==> config.mk <==
export PLATFORM = sky130hd
export DESIGN_NAME = advertiser_tracking_table_unit
export DESIGN_NICKNAME = d
export VERILOG_FILES = /design/src/att_pkg.sv /design/src/att_ctrl.sv /design/src/att_datapath.sv /design/src/advertiser_tracking_table_unit.sv
export SDC_FILE = /design/constraint.sdc
export NUM_CORES = 2
export LEC_CHECK = 0
export BUFFER_PORTS_ARGS = -buffer_cell sky130_fd_sc_hd__buf_2
export CELL_PAD_IN_SITES_DETAIL_PLACEMENT = 0
export CELL_PAD_IN_SITES_GLOBAL_PLACEMENT = 1
export CORE_ASPECT_RATIO = 0.7
export CORE_MARGIN = 2
export CORE_UTILIZATION = 56
export CTS_BUF_LIST = sky130_fd_sc_hd__clkbuf_2
export DETAILED_ROUTE_END_ITERATION = 7
export PLACE_DENSITY_LB_ADDON = 0.1
export SETUP_SLACK_MARGIN = 0.15
export SLEW_MARGIN = 5
export SYNTH_ARGS = -nofsm -noshare
export SYNTH_HDL_FRONTEND = slang
export SYNTH_SLANG_ARGS = --single-unit
==> constraint.sdc <==
create_clock -name clock -period 26.6 [get_ports clock]
set_input_delay 5.32 -clock clock [delete_from_list [all_inputs] [get_ports clock]]
set_output_delay 5.32 -clock clock [all_outputs]
set_load 0.02 [all_outputs]
==> src/att_pkg.sv <==
// Shared types and constants for the advertiser tracking table.
// Holds the item structs, the table record, the control state enum and the
// command/status structs that join att_ctrl and att_datapath.
package att_pkg;

   localparam int TABLE_ENTRIES_DEF = 16;
   localparam int MAX_RESULTS       = 16;
   localparam int CNT_W             = 5;
   localparam int SLOT_W            = 4;
   localparam int STALE_W           = 32;

   localparam logic [STALE_W-1:0] STALE_LIMIT_RST = 32'd10000;
   localparam logic [2:0]         SCAN_RESPONSE   = 3'd4;

   typedef struct packed {
      logic              mode;
      logic [2:0]        event_type;
      logic [1:0]        address_kind;
      logic [47:0]       device_address;
      logic signed [7:0] signal_dbm;
      logic [31:0]       now_ms;
   } req_item_type;

   typedef struct packed {
      logic [SLOT_W-1:0] slot;
      logic              entry_valid;
      logic              is_new;
      logic [47:0]       entry_address;
      logic              entry_kind;
      logic [2:0]        entry_event;
      logic [15:0]       packet_count;
      logic signed [7:0] last_signal;
      logic signed [7:0] peak_signal;
      logic [31:0]       first_seen_ms;
      logic              last_of_run;
   } rsp_item_type;

   // one stored advertiser
   typedef struct packed {
      logic [47:0]       addr;
      logic              kind;
      logic [2:0]        evt;
      logic [31:0]       first;
      logic [31:0]       last;
      logic [15:0]       packets;
      logic signed [7:0] rssi;
      logic signed [7:0] peak;
   } rec_type;

   typedef enum logic [1:0] {
      ST_IDLE,
      ST_SCAN,
      ST_WRITE,
      ST_FLUSH
   } ctl_state_type;

   typedef struct packed {
      logic start;
      logic scan;
      logic commit;
      logic flush;
   } ctl_cmd_type;

   typedef struct packed {
      logic mode;
      logic scan_done;
      logic out_free;
   } ctl_status_type;

endpackage

==> src/att_ctrl.sv <==
// Sequencer for the advertiser tracking table: accept, scan, commit or flush.
// Depends on att_pkg; drives commands into att_datapath and reads its status.
module att_ctrl (
   input  logic                    clock,
   input  logic                    reset,
   input  logic                    req_valid,
   output logic                    req_stall,
   input  att_pkg::ctl_status_type status,
   output att_pkg::ctl_cmd_type    cmd
);
   import att_pkg::*;

   ctl_state_type state_ff;
   ctl_state_type state_in;

   always_ff @(posedge clock) begin
      if (reset) begin
         state_ff <= ST_IDLE;
      end else begin
         state_ff <= state_in;
      end
   end

   always_comb begin
      state_in  = state_ff;
      cmd       = '0;
      req_stall = 1'b1;
      case (state_ff)
         ST_IDLE: begin
            req_stall = 1'b0;
            if (req_valid) begin
               cmd.start = 1'b1;
               state_in  = ST_SCAN;
            end
         end
         ST_SCAN: begin
            cmd.scan = 1'b1;
            if (status.scan_done) begin
               state_in = status.mode ? ST_FLUSH : ST_WRITE;
            end
         end
         ST_WRITE: begin
            cmd.commit = 1'b1;
            if (status.out_free) begin
               state_in = ST_IDLE;
            end
         end
         ST_FLUSH: begin
            cmd.flush = 1'b1;
            if (status.out_free) begin
               state_in = ST_IDLE;
            end
         end
         default: begin
            state_in = ST_IDLE;
         end
      endcase
   end

endmodule

==> src/att_datapath.sv <==
// Datapath of the advertiser tracking table: record memory, used bits, scan
// pipeline, victim tracking, sweep hold register and result register.
// Depends on att_pkg; commanded by att_ctrl.
module att_datapath #(
   parameter int TABLE_ENTRIES = att_pkg::TABLE_ENTRIES_DEF
) (
   input  logic                         clock,
   input  logic                         reset,
   input  att_pkg::req_item_type        req_payload,
   input  logic                         csr_valid,
   input  logic                         csr_ready,
   input  logic [att_pkg::STALE_W-1:0]  csr_data,
   input  att_pkg::ctl_cmd_type         cmd,
   output att_pkg::ctl_status_type      status,
   output logic                         rsp_valid,
   input  logic                         rsp_stall,
   output att_pkg::rsp_item_type        rsp_payload
);
   import att_pkg::*;

   localparam int IDX_W = $clog2(TABLE_ENTRIES);
   localparam logic [IDX_W-1:0] LAST_IDX = IDX_W'(TABLE_ENTRIES - 1);

   function automatic rsp_item_type make_rsp(rec_type r, logic [SLOT_W-1:0] s,
                                             logic fresh, logic last);
      rsp_item_type o;
      o.slot          = s;
      o.entry_valid   = 1'b1;
      o.is_new        = fresh;
      o.entry_address = r.addr;
      o.entry_kind    = r.kind;
      o.entry_event   = r.evt;
      o.packet_count  = r.packets;
      o.last_signal   = r.rssi;
      o.peak_signal   = r.peak;
      o.first_seen_ms = r.first;
      o.last_of_run   = last;
      return o;
   endfunction

   function automatic rsp_item_type empty_rsp();
      rsp_item_type o;
      o             = '0;
      o.last_of_run = 1'b1;
      return o;
   endfunction

   // record memory and its registered read port
   rec_type rec_mem [TABLE_ENTRIES];
   rec_type rd_rec_ff;

   req_item_type             req_ff, req_in;
   logic [STALE_W-1:0]       stale_limit_ff, stale_limit_in;
   logic [TABLE_ENTRIES-1:0] used_ff, used_in;
   logic [IDX_W-1:0]         issue_idx_ff, issue_idx_in;
   logic                     issue_more_ff, issue_more_in;
   logic                     s1_valid_ff, s1_valid_in;
   logic [IDX_W-1:0]         s1_idx_ff, s1_idx_in;
   logic                     hit_ff, hit_in;
   logic [IDX_W-1:0]         hit_idx_ff, hit_idx_in;
   rec_type                  hit_rec_ff, hit_rec_in;
   logic                     vic_set_ff, vic_set_in;
   logic                     vic_used_ff, vic_used_in;
   logic [IDX_W-1:0]         vic_idx_ff, vic_idx_in;
   logic [31:0]              vic_last_ff, vic_last_in;
   logic                     pend_valid_ff, pend_valid_in;
   logic [IDX_W-1:0]         pend_idx_ff, pend_idx_in;
   rec_type                  pend_rec_ff, pend_rec_in;
   logic [CNT_W-1:0]         count_ff, count_in;
   logic                     rsp_valid_ff, rsp_valid_in;
   rsp_item_type             rsp_item_ff, rsp_item_in;

   logic             kind_fold;
   logic             used_k;
   logic             match;
   logic [31:0]      age;
   logic             live;
   logic             out_free;
   logic             sweep;
   logic             step_ok;
   logic             at_end;
   logic             cnt_full;
   logic             advance;
   logic             rd_en;
   logic             vic_take;
   logic             drop;
   logic [IDX_W-1:0] target;
   rec_type          base;
   rec_type          new_rec;
   logic             wr_en;

   assign kind_fold = req_ff.address_kind[0];
   assign used_k    = used_ff[s1_idx_ff];
   assign match     = used_k && (rd_rec_ff.kind == kind_fold) &&
                      (rd_rec_ff.addr == req_ff.device_address);
   assign age       = req_ff.now_ms - rd_rec_ff.last;
   assign live      = used_k && !(age > stale_limit_ff);
   assign out_free  = !rsp_valid_ff || !rsp_stall;
   assign sweep     = req_ff.mode;
   // a live entry in a sweep pushes the held one out, so it waits for room
   assign step_ok   = s1_valid_ff && !(sweep && live && pend_valid_ff && !out_free);
   assign at_end    = (s1_idx_ff == LAST_IDX);
   assign cnt_full  = ((count_ff + 1'b1) == CNT_W'(MAX_RESULTS));
   assign advance   = cmd.scan && (!s1_valid_ff || step_ok);
   assign rd_en     = advance && issue_more_ff;
   assign vic_take  = !vic_set_ff || !used_k ||
                      (vic_used_ff && (rd_rec_ff.last < vic_last_ff));

   // report commit: merge the item into the hit entry or a fresh one
   assign drop   = !hit_ff && (req_ff.event_type == SCAN_RESPONSE);
   assign target = hit_ff ? hit_idx_ff : vic_idx_ff;

   always_comb begin
      if (hit_ff) begin
         base = hit_rec_ff;
      end else begin
         base.addr    = req_ff.device_address;
         base.kind    = kind_fold;
         base.evt     = '0;
         base.first   = req_ff.now_ms;
         base.last    = req_ff.now_ms;
         base.packets = '0;
         base.rssi    = req_ff.signal_dbm;
         base.peak    = req_ff.signal_dbm;
      end
      new_rec         = base;
      new_rec.last    = req_ff.now_ms;
      new_rec.packets = (base.packets == '1) ? base.packets : base.packets + 1'b1;
      new_rec.rssi    = req_ff.signal_dbm;
      if ($signed(req_ff.signal_dbm) > $signed(base.peak)) begin
         new_rec.peak = req_ff.signal_dbm;
      end
      if (req_ff.event_type != SCAN_RESPONSE) begin
         new_rec.evt = req_ff.event_type;
      end
   end

   assign wr_en = cmd.commit && out_free && !drop;

   always_ff @(posedge clock) begin
      if (wr_en) begin
         rec_mem[target] <= new_rec;
      end
      if (rd_en) begin
         rd_rec_ff <= rec_mem[issue_idx_ff];
      end
   end

   always_comb begin
      req_in         = req_ff;
      stale_limit_in = stale_limit_ff;
      used_in        = used_ff;
      issue_idx_in   = issue_idx_ff;
      issue_more_in  = issue_more_ff;
      s1_valid_in    = s1_valid_ff;
      s1_idx_in      = s1_idx_ff;
      hit_in         = hit_ff;
      hit_idx_in     = hit_idx_ff;
      hit_rec_in     = hit_rec_ff;
      vic_set_in     = vic_set_ff;
      vic_used_in    = vic_used_ff;
      vic_idx_in     = vic_idx_ff;
      vic_last_in    = vic_last_ff;
      pend_valid_in  = pend_valid_ff;
      pend_idx_in    = pend_idx_ff;
      pend_rec_in    = pend_rec_ff;
      count_in       = count_ff;
      rsp_valid_in   = rsp_valid_ff && rsp_stall;
      rsp_item_in    = rsp_item_ff;

      if (csr_valid && csr_ready) begin
         stale_limit_in = csr_data;
      end

      if (cmd.start) begin
         req_in        = req_payload;
         issue_idx_in  = '0;
         issue_more_in = 1'b1;
         s1_valid_in   = 1'b0;
         hit_in        = 1'b0;
         vic_set_in    = 1'b0;
         pend_valid_in = 1'b0;
         count_in      = '0;
      end

      // advance the read stage
      if (advance) begin
         s1_valid_in = issue_more_ff;
         if (issue_more_ff) begin
            s1_idx_in     = issue_idx_ff;
            issue_idx_in  = issue_idx_ff + 1'b1;
            issue_more_in = (issue_idx_ff != LAST_IDX);
         end
      end

      // compare stage
      if (cmd.scan && step_ok) begin
         if (!sweep) begin
            if (match) begin
               hit_in     = 1'b1;
               hit_idx_in = s1_idx_ff;
               hit_rec_in = rd_rec_ff;
            end else if (vic_take) begin
               vic_set_in  = 1'b1;
               vic_used_in = used_k;
               vic_idx_in  = s1_idx_ff;
               vic_last_in = rd_rec_ff.last;
            end
         end else if (used_k && !live) begin
            used_in[s1_idx_ff] = 1'b0;
         end else if (live) begin
            if (pend_valid_ff) begin
               rsp_valid_in = 1'b1;
               rsp_item_in  = make_rsp(pend_rec_ff, SLOT_W'(pend_idx_ff), 1'b0, 1'b0);
            end
            pend_valid_in = 1'b1;
            pend_idx_in   = s1_idx_ff;
            pend_rec_in   = rd_rec_ff;
            count_in      = count_ff + 1'b1;
         end
      end

      if (cmd.commit && out_free) begin
         rsp_valid_in = 1'b1;
         if (drop) begin
            rsp_item_in = empty_rsp();
         end else begin
            used_in[target] = 1'b1;
            rsp_item_in     = make_rsp(new_rec, SLOT_W'(target), !hit_ff, 1'b1);
         end
      end

      if (cmd.flush && out_free) begin
         rsp_valid_in = 1'b1;
         if (pend_valid_ff) begin
            rsp_item_in = make_rsp(pend_rec_ff, SLOT_W'(pend_idx_ff), 1'b0, 1'b1);
         end else begin
            rsp_item_in = empty_rsp();
         end
      end
   end

   always_ff @(posedge clock) begin
      if (reset) begin
         stale_limit_ff <= STALE_LIMIT_RST;
         used_ff        <= '0;
         issue_more_ff  <= 1'b0;
         s1_valid_ff    <= 1'b0;
         hit_ff         <= 1'b0;
         vic_set_ff     <= 1'b0;
         pend_valid_ff  <= 1'b0;
         count_ff       <= '0;
         rsp_valid_ff   <= 1'b0;
      end else begin
         stale_limit_ff <= stale_limit_in;
         used_ff        <= used_in;
         issue_more_ff  <= issue_more_in;
         s1_valid_ff    <= s1_valid_in;
         hit_ff         <= hit_in;
         vic_set_ff     <= vic_set_in;
         pend_valid_ff  <= pend_valid_in;
         count_ff       <= count_in;
         rsp_valid_ff   <= rsp_valid_in;
      end
      req_ff       <= req_in;
      issue_idx_ff <= issue_idx_in;
      s1_idx_ff    <= s1_idx_in;
      hit_idx_ff   <= hit_idx_in;
      hit_rec_ff   <= hit_rec_in;
      vic_used_ff  <= vic_used_in;
      vic_idx_ff   <= vic_idx_in;
      vic_last_ff  <= vic_last_in;
      pend_idx_ff  <= pend_idx_in;
      pend_rec_ff  <= pend_rec_in;
      rsp_item_ff  <= rsp_item_in;
   end

   assign status.mode      = sweep;
   assign status.scan_done = cmd.scan && step_ok &&
                             (sweep ? (at_end || (live && cnt_full)) : (match || at_end));
   assign status.out_free  = out_free;

   assign rsp_valid   = rsp_valid_ff;
   assign rsp_payload = rsp_item_ff;

endmodule

==> src/advertiser_tracking_table_unit.sv <==
// Advertiser tracking table, top level.
// Request channel (req_valid / req_stall / req_payload) takes one item at a
// time: mode 0 is an advertising report, mode 1 a stale sweep and listing.
// Result channel (rsp_valid / rsp_stall / rsp_payload) gives one item per
// report, and for a sweep one item per live entry, at most MAX_RESULTS,
// the final one flagged by last_of_run (nothing live: a single empty item).
// csr_valid / csr_ready / csr_data write the stale limit in milliseconds.
// The table sits in a single-port record memory scanned one entry per
// cycle while no stall holds the scan; a report ends its scan early on a
// hit, and a sweep also waits while the receiver stalls.
// req_stall is high from accept until the last result is loaded; the next
// item can be taken while that result still waits in the output register.
// A stalled result holds, and the scan holds with it when a sweep has a
// further entry to list. Reset (synchronous) marks every entry unused and sets the
// stale limit to 10000 ms; no clearing pass is needed.
// Depends on att_pkg, att_ctrl and att_datapath.
module advertiser_tracking_table_unit #(
   parameter int TABLE_ENTRIES = att_pkg::TABLE_ENTRIES_DEF
) (
   input  logic                         clock,
   input  logic                         reset,
   input  logic                         req_valid,
   output logic                         req_stall,
   input  att_pkg::req_item_type        req_payload,
   output logic                         rsp_valid,
   input  logic                         rsp_stall,
   output att_pkg::rsp_item_type        rsp_payload,
   input  logic                         csr_valid,
   output logic                         csr_ready,
   input  logic [att_pkg::STALE_W-1:0]  csr_data
);
   import att_pkg::*;

   ctl_cmd_type    cmd;
   ctl_status_type status;

   assign csr_ready = 1'b1;

   att_ctrl u_ctrl (
      .clock     (clock),
      .reset     (reset),
      .req_valid (req_valid),
      .req_stall (req_stall),
      .status    (status),
      .cmd       (cmd)
   );

   att_datapath #(
      .TABLE_ENTRIES (TABLE_ENTRIES)
   ) u_datapath (
      .clock       (clock),
      .reset       (reset),
      .req_payload (req_payload),
      .csr_valid   (csr_valid),
      .csr_ready   (csr_ready),
      .csr_data    (csr_data),
      .cmd         (cmd),
      .status      (status),
      .rsp_valid   (rsp_valid),
      .rsp_stall   (rsp_stall),
      .rsp_payload (rsp_payload)
   );

endmodule
==> results.json <==
{
  "crit_fanout": 50,
  "drive_gt1_share_pct": 35.8,
  "grt_antenna_before_repair": 20,
  "p_leak_nw": 40.8,
  "cts_resized": 0,
  "startpoint": "rsp_stall",
  "grt_setup_unrepaired": "no",
  "max-cap-violations": 0,
  "syn_area_mm2": 0.117,
  "row_count": 140,
  "drc": 0,
  "globalplace.congestion": 0.776,
  "synth_commonest_cells": "edfxtp_1, mux4_2, clkbuf_1, inv_1, ha_1",
  "final_cells": 9263,
  "gr-total-overflow": 0,
  "synth-main-ff-cell": "edfxtp_1",
  "cts_inserted_buffers": 690,
  "relSlewSlack_pct": 10.9,
  "synth_nets": 5393,
  "ys_warn_count": 0,
  "maxSlewViolCount": 0,
  "yosys.area.top_type": "edfxtp_1",
  "wl_per_cell_um": 30.6,
  "powerDensity_mw_per_mm2": 71.9,
  "grt_pass1_vias": 57500,
  "ir_worst_vdd_v": 0.0000558,
  "worst_ep_required_time_ns": 27.79,
  "min_path_type": "reg -> reg",
  "die_h_um": 387,
  "ant_nets": 0,
  "worst_pin_slew_ns": 1.32,
  "num-fill-cells": 14800,
  "finalHoldViolCount": 0,
  "synth_top_cell_area_share_pct": 76.9,
  "fmax_mhz": 107,
  "arrival_ns": 10.56,
  "clkLatencyLatePin_ns": 1.72,
  "synthArstFlopShare_pct": 0,
  "syn_area_per_cell_um2": 22.8,
  "ys_types": 81,
  "vias": 57300,
  "grt_util_all_layers_pct": 26.7,
  "cts.sinks": 3070,
  "clock-root-buffer": "clkbuf_2",
  "post-route-min-period_ns": 9.36,
  "dpl.hpwl_mm": 144,
  "synthTopCellsByArea": "edfxtp_1, mux4_2, ha_1",
  "grt_max_degree": 117,
  "synth_most_common_cell": "edfxtp_1",
  "syn_to_final_growth_pct": 9.59,
  "cts_hold_buf": 0,
  "crit_type": "in -> reg",
  "cts_tree": "yes",
  "initialDrtViolationCount": 6659,
  "wl_mm": 284,
  "placeableCoreArea_mm2": 0.208,
  "nNetsFinal": 6229,
  "cts.path.max_buffers": 4,
  "grt_pass1_wl_mm": 404,
  "htree_levels": 6,
  "vias_per_cell": 6.18,
  "fin_skew_ns": 0.162,
  "period_share_pct": 35.2,
  "timing.rr.start": "u_datapath.new_rec[41]$_DFFE_PP_",
  "seq_area_frac_synth_pct": 78.0,
  "min-delay-start": "u_datapath.rd_rec_ff[70]$_DFFE_PP_",
  "synth_edf_count": 3005,
  "die_w_um": 551,
  "final.setup.tns_ns": 0,
  "port-buffer-count": 254,
  "die-area_mm2": 0.213,
  "io_pins": 257,
  "postSynthCellCount": 5155,
  "clkTransAtPathRegs_ns": 0.12,
  "start_util_pct": 56.4,
  "drt_first_pass_iters": 5,
  "startpoint_type": "input pin",
  "dp_cells": 8068,
  "critPathCaptureType": "flip-flop",
  "ys_ff_latch": 3070,
  "cts_setup_buffers": 0,
  "setup_viol": 0,
  "status": "finished, final reports clean"
}
[where the power goes]
group	total, W	leakage (nW)	switching [W]	internal [W]
registers	0.00541	27.0	0.0000532	0.00536
clock network	0.00293	4.75	0.00178	0.00115
logic	0.000901	9.05	0.000454	0.000447
[per-stage QoR]
step	worst slack (ns)	total power (W)	utilization [%]	cell area, um^2	hold slack (ns)
floorplan	13.62	0.00619	-	117000	0.400
global placement	15.66	0.00643	58.8	122000	0.403
detailed placement	15.62	0.00644	58.8	122000	0.405
CTS	17.41	0.00935	61.8	129000	0.386
global route	17.17	0.00965	61.8	129000	0.389
finish	17.24	0.00925	61.8	129000	0.392
[worst paths after layout]
path / end / slack, ns / cells after the start
max: u_datapath.rec_mem[14][90]$_DFFE_PP_ / 17.24 / 10
min: u_datapath.hit_rec_ff[70]$_DFFE_PP_ / 0.39 / 0
max reg2reg: u_datapath.rsp_payload[28]$_DFFE_PP_ / 17.47 / 18
min reg2reg: u_datapath.hit_rec_ff[70]$_DFFE_PP_ / 0.39 / 0
[cell families (layout without fill, tap and decap cells)]
group,count (synthesis),after routing,share of synthesized area [%]
simple gates,316,316,1.37
flops,3070,3070,78.0
xor+xnor,94,94,0.702
mux,870,870,15.5
other cells,1,5,0.00320
buf+inv,346,1681,1.12
fa+ha+maj,107,107,1.15
compound gates,351,351,2.18
[state kept, by name, indices dropped and copies added (netlist names), 5 cells and up]
register / flops
u_datapath.pend_rec_ff: 116
u_datapath.vic_last_ff: 32
u_datapath.stale_limit_ff: 32
u_datapath.req_ff: 51
u_datapath.used_ff: 16
u_datapath.new_rec: 40
u_datapath.rd_rec_ff: 148
u_datapath.hit_rec_ff: 108
u_datapath.rsp_payload: 123
u_datapath.count_ff: 5
u_datapath.rec_mem: 2368
[placed cells by master, fill, tap and decap left out, types with 47 or more instances in the layout]
cell type | netlist | routed
buf_2 | 1 | 254
xor2_1 | 51 | 51
buf_4 | 2 | 103
edfxtp_1 | 3005 | 3005
nand2_1 | 75 | 73
clkbuf_2 | 1 | 1038
ha_1 | 106 | 106
mux4_2 | 745 | 745
inv_1 | 120 | 119
mux2_2 | 81 | 81
dfxtp_1 | 65 | 60
a22o_1 | 103 | 103
o21ai_0 | 47 | 47
clkinv_1 | 0 | 109
a21oi_1 | 62 | 62
nor2_1 | 97 | 81
[area by class of cell]
cell class	count	area, um^2	share of cell area (%)
antenna	4	10.0	0.00778
sequential	3070	91600	71.2
inverter	121	459	0.357
clock inverter	153	978	0.761
tap	2769	3460	2.69
multi-input combinational	1739	24600	19.2
clock buffer	1038	5190	4.04
timing repair buffer	369	2280	1.78
[worst max-delay path, cell delays in order]
cell,delay (ns)
buf_2,0.13
nand2_1,0.06
nand2_1,0.13
inv_1,0.23
and2_4,0.53
nand2_1,0.38
nor2_4,0.93
buf_4,0.82
buf_4,0.86
buf_4,0.95
[metal layers]
layer | vias up | track usage [%] | part of all wire [%]
met5 | - | 0 | 0.0092
met4 | 4 | 7.64 | 2.2
met3 | 358 | 6.62 | 9.5
met2 | 2837 | 39.0 | 46
met1 | 30200 | 40.5 | 43
li1 | 23800 | - | -
(Power assumes the default switching activity.)
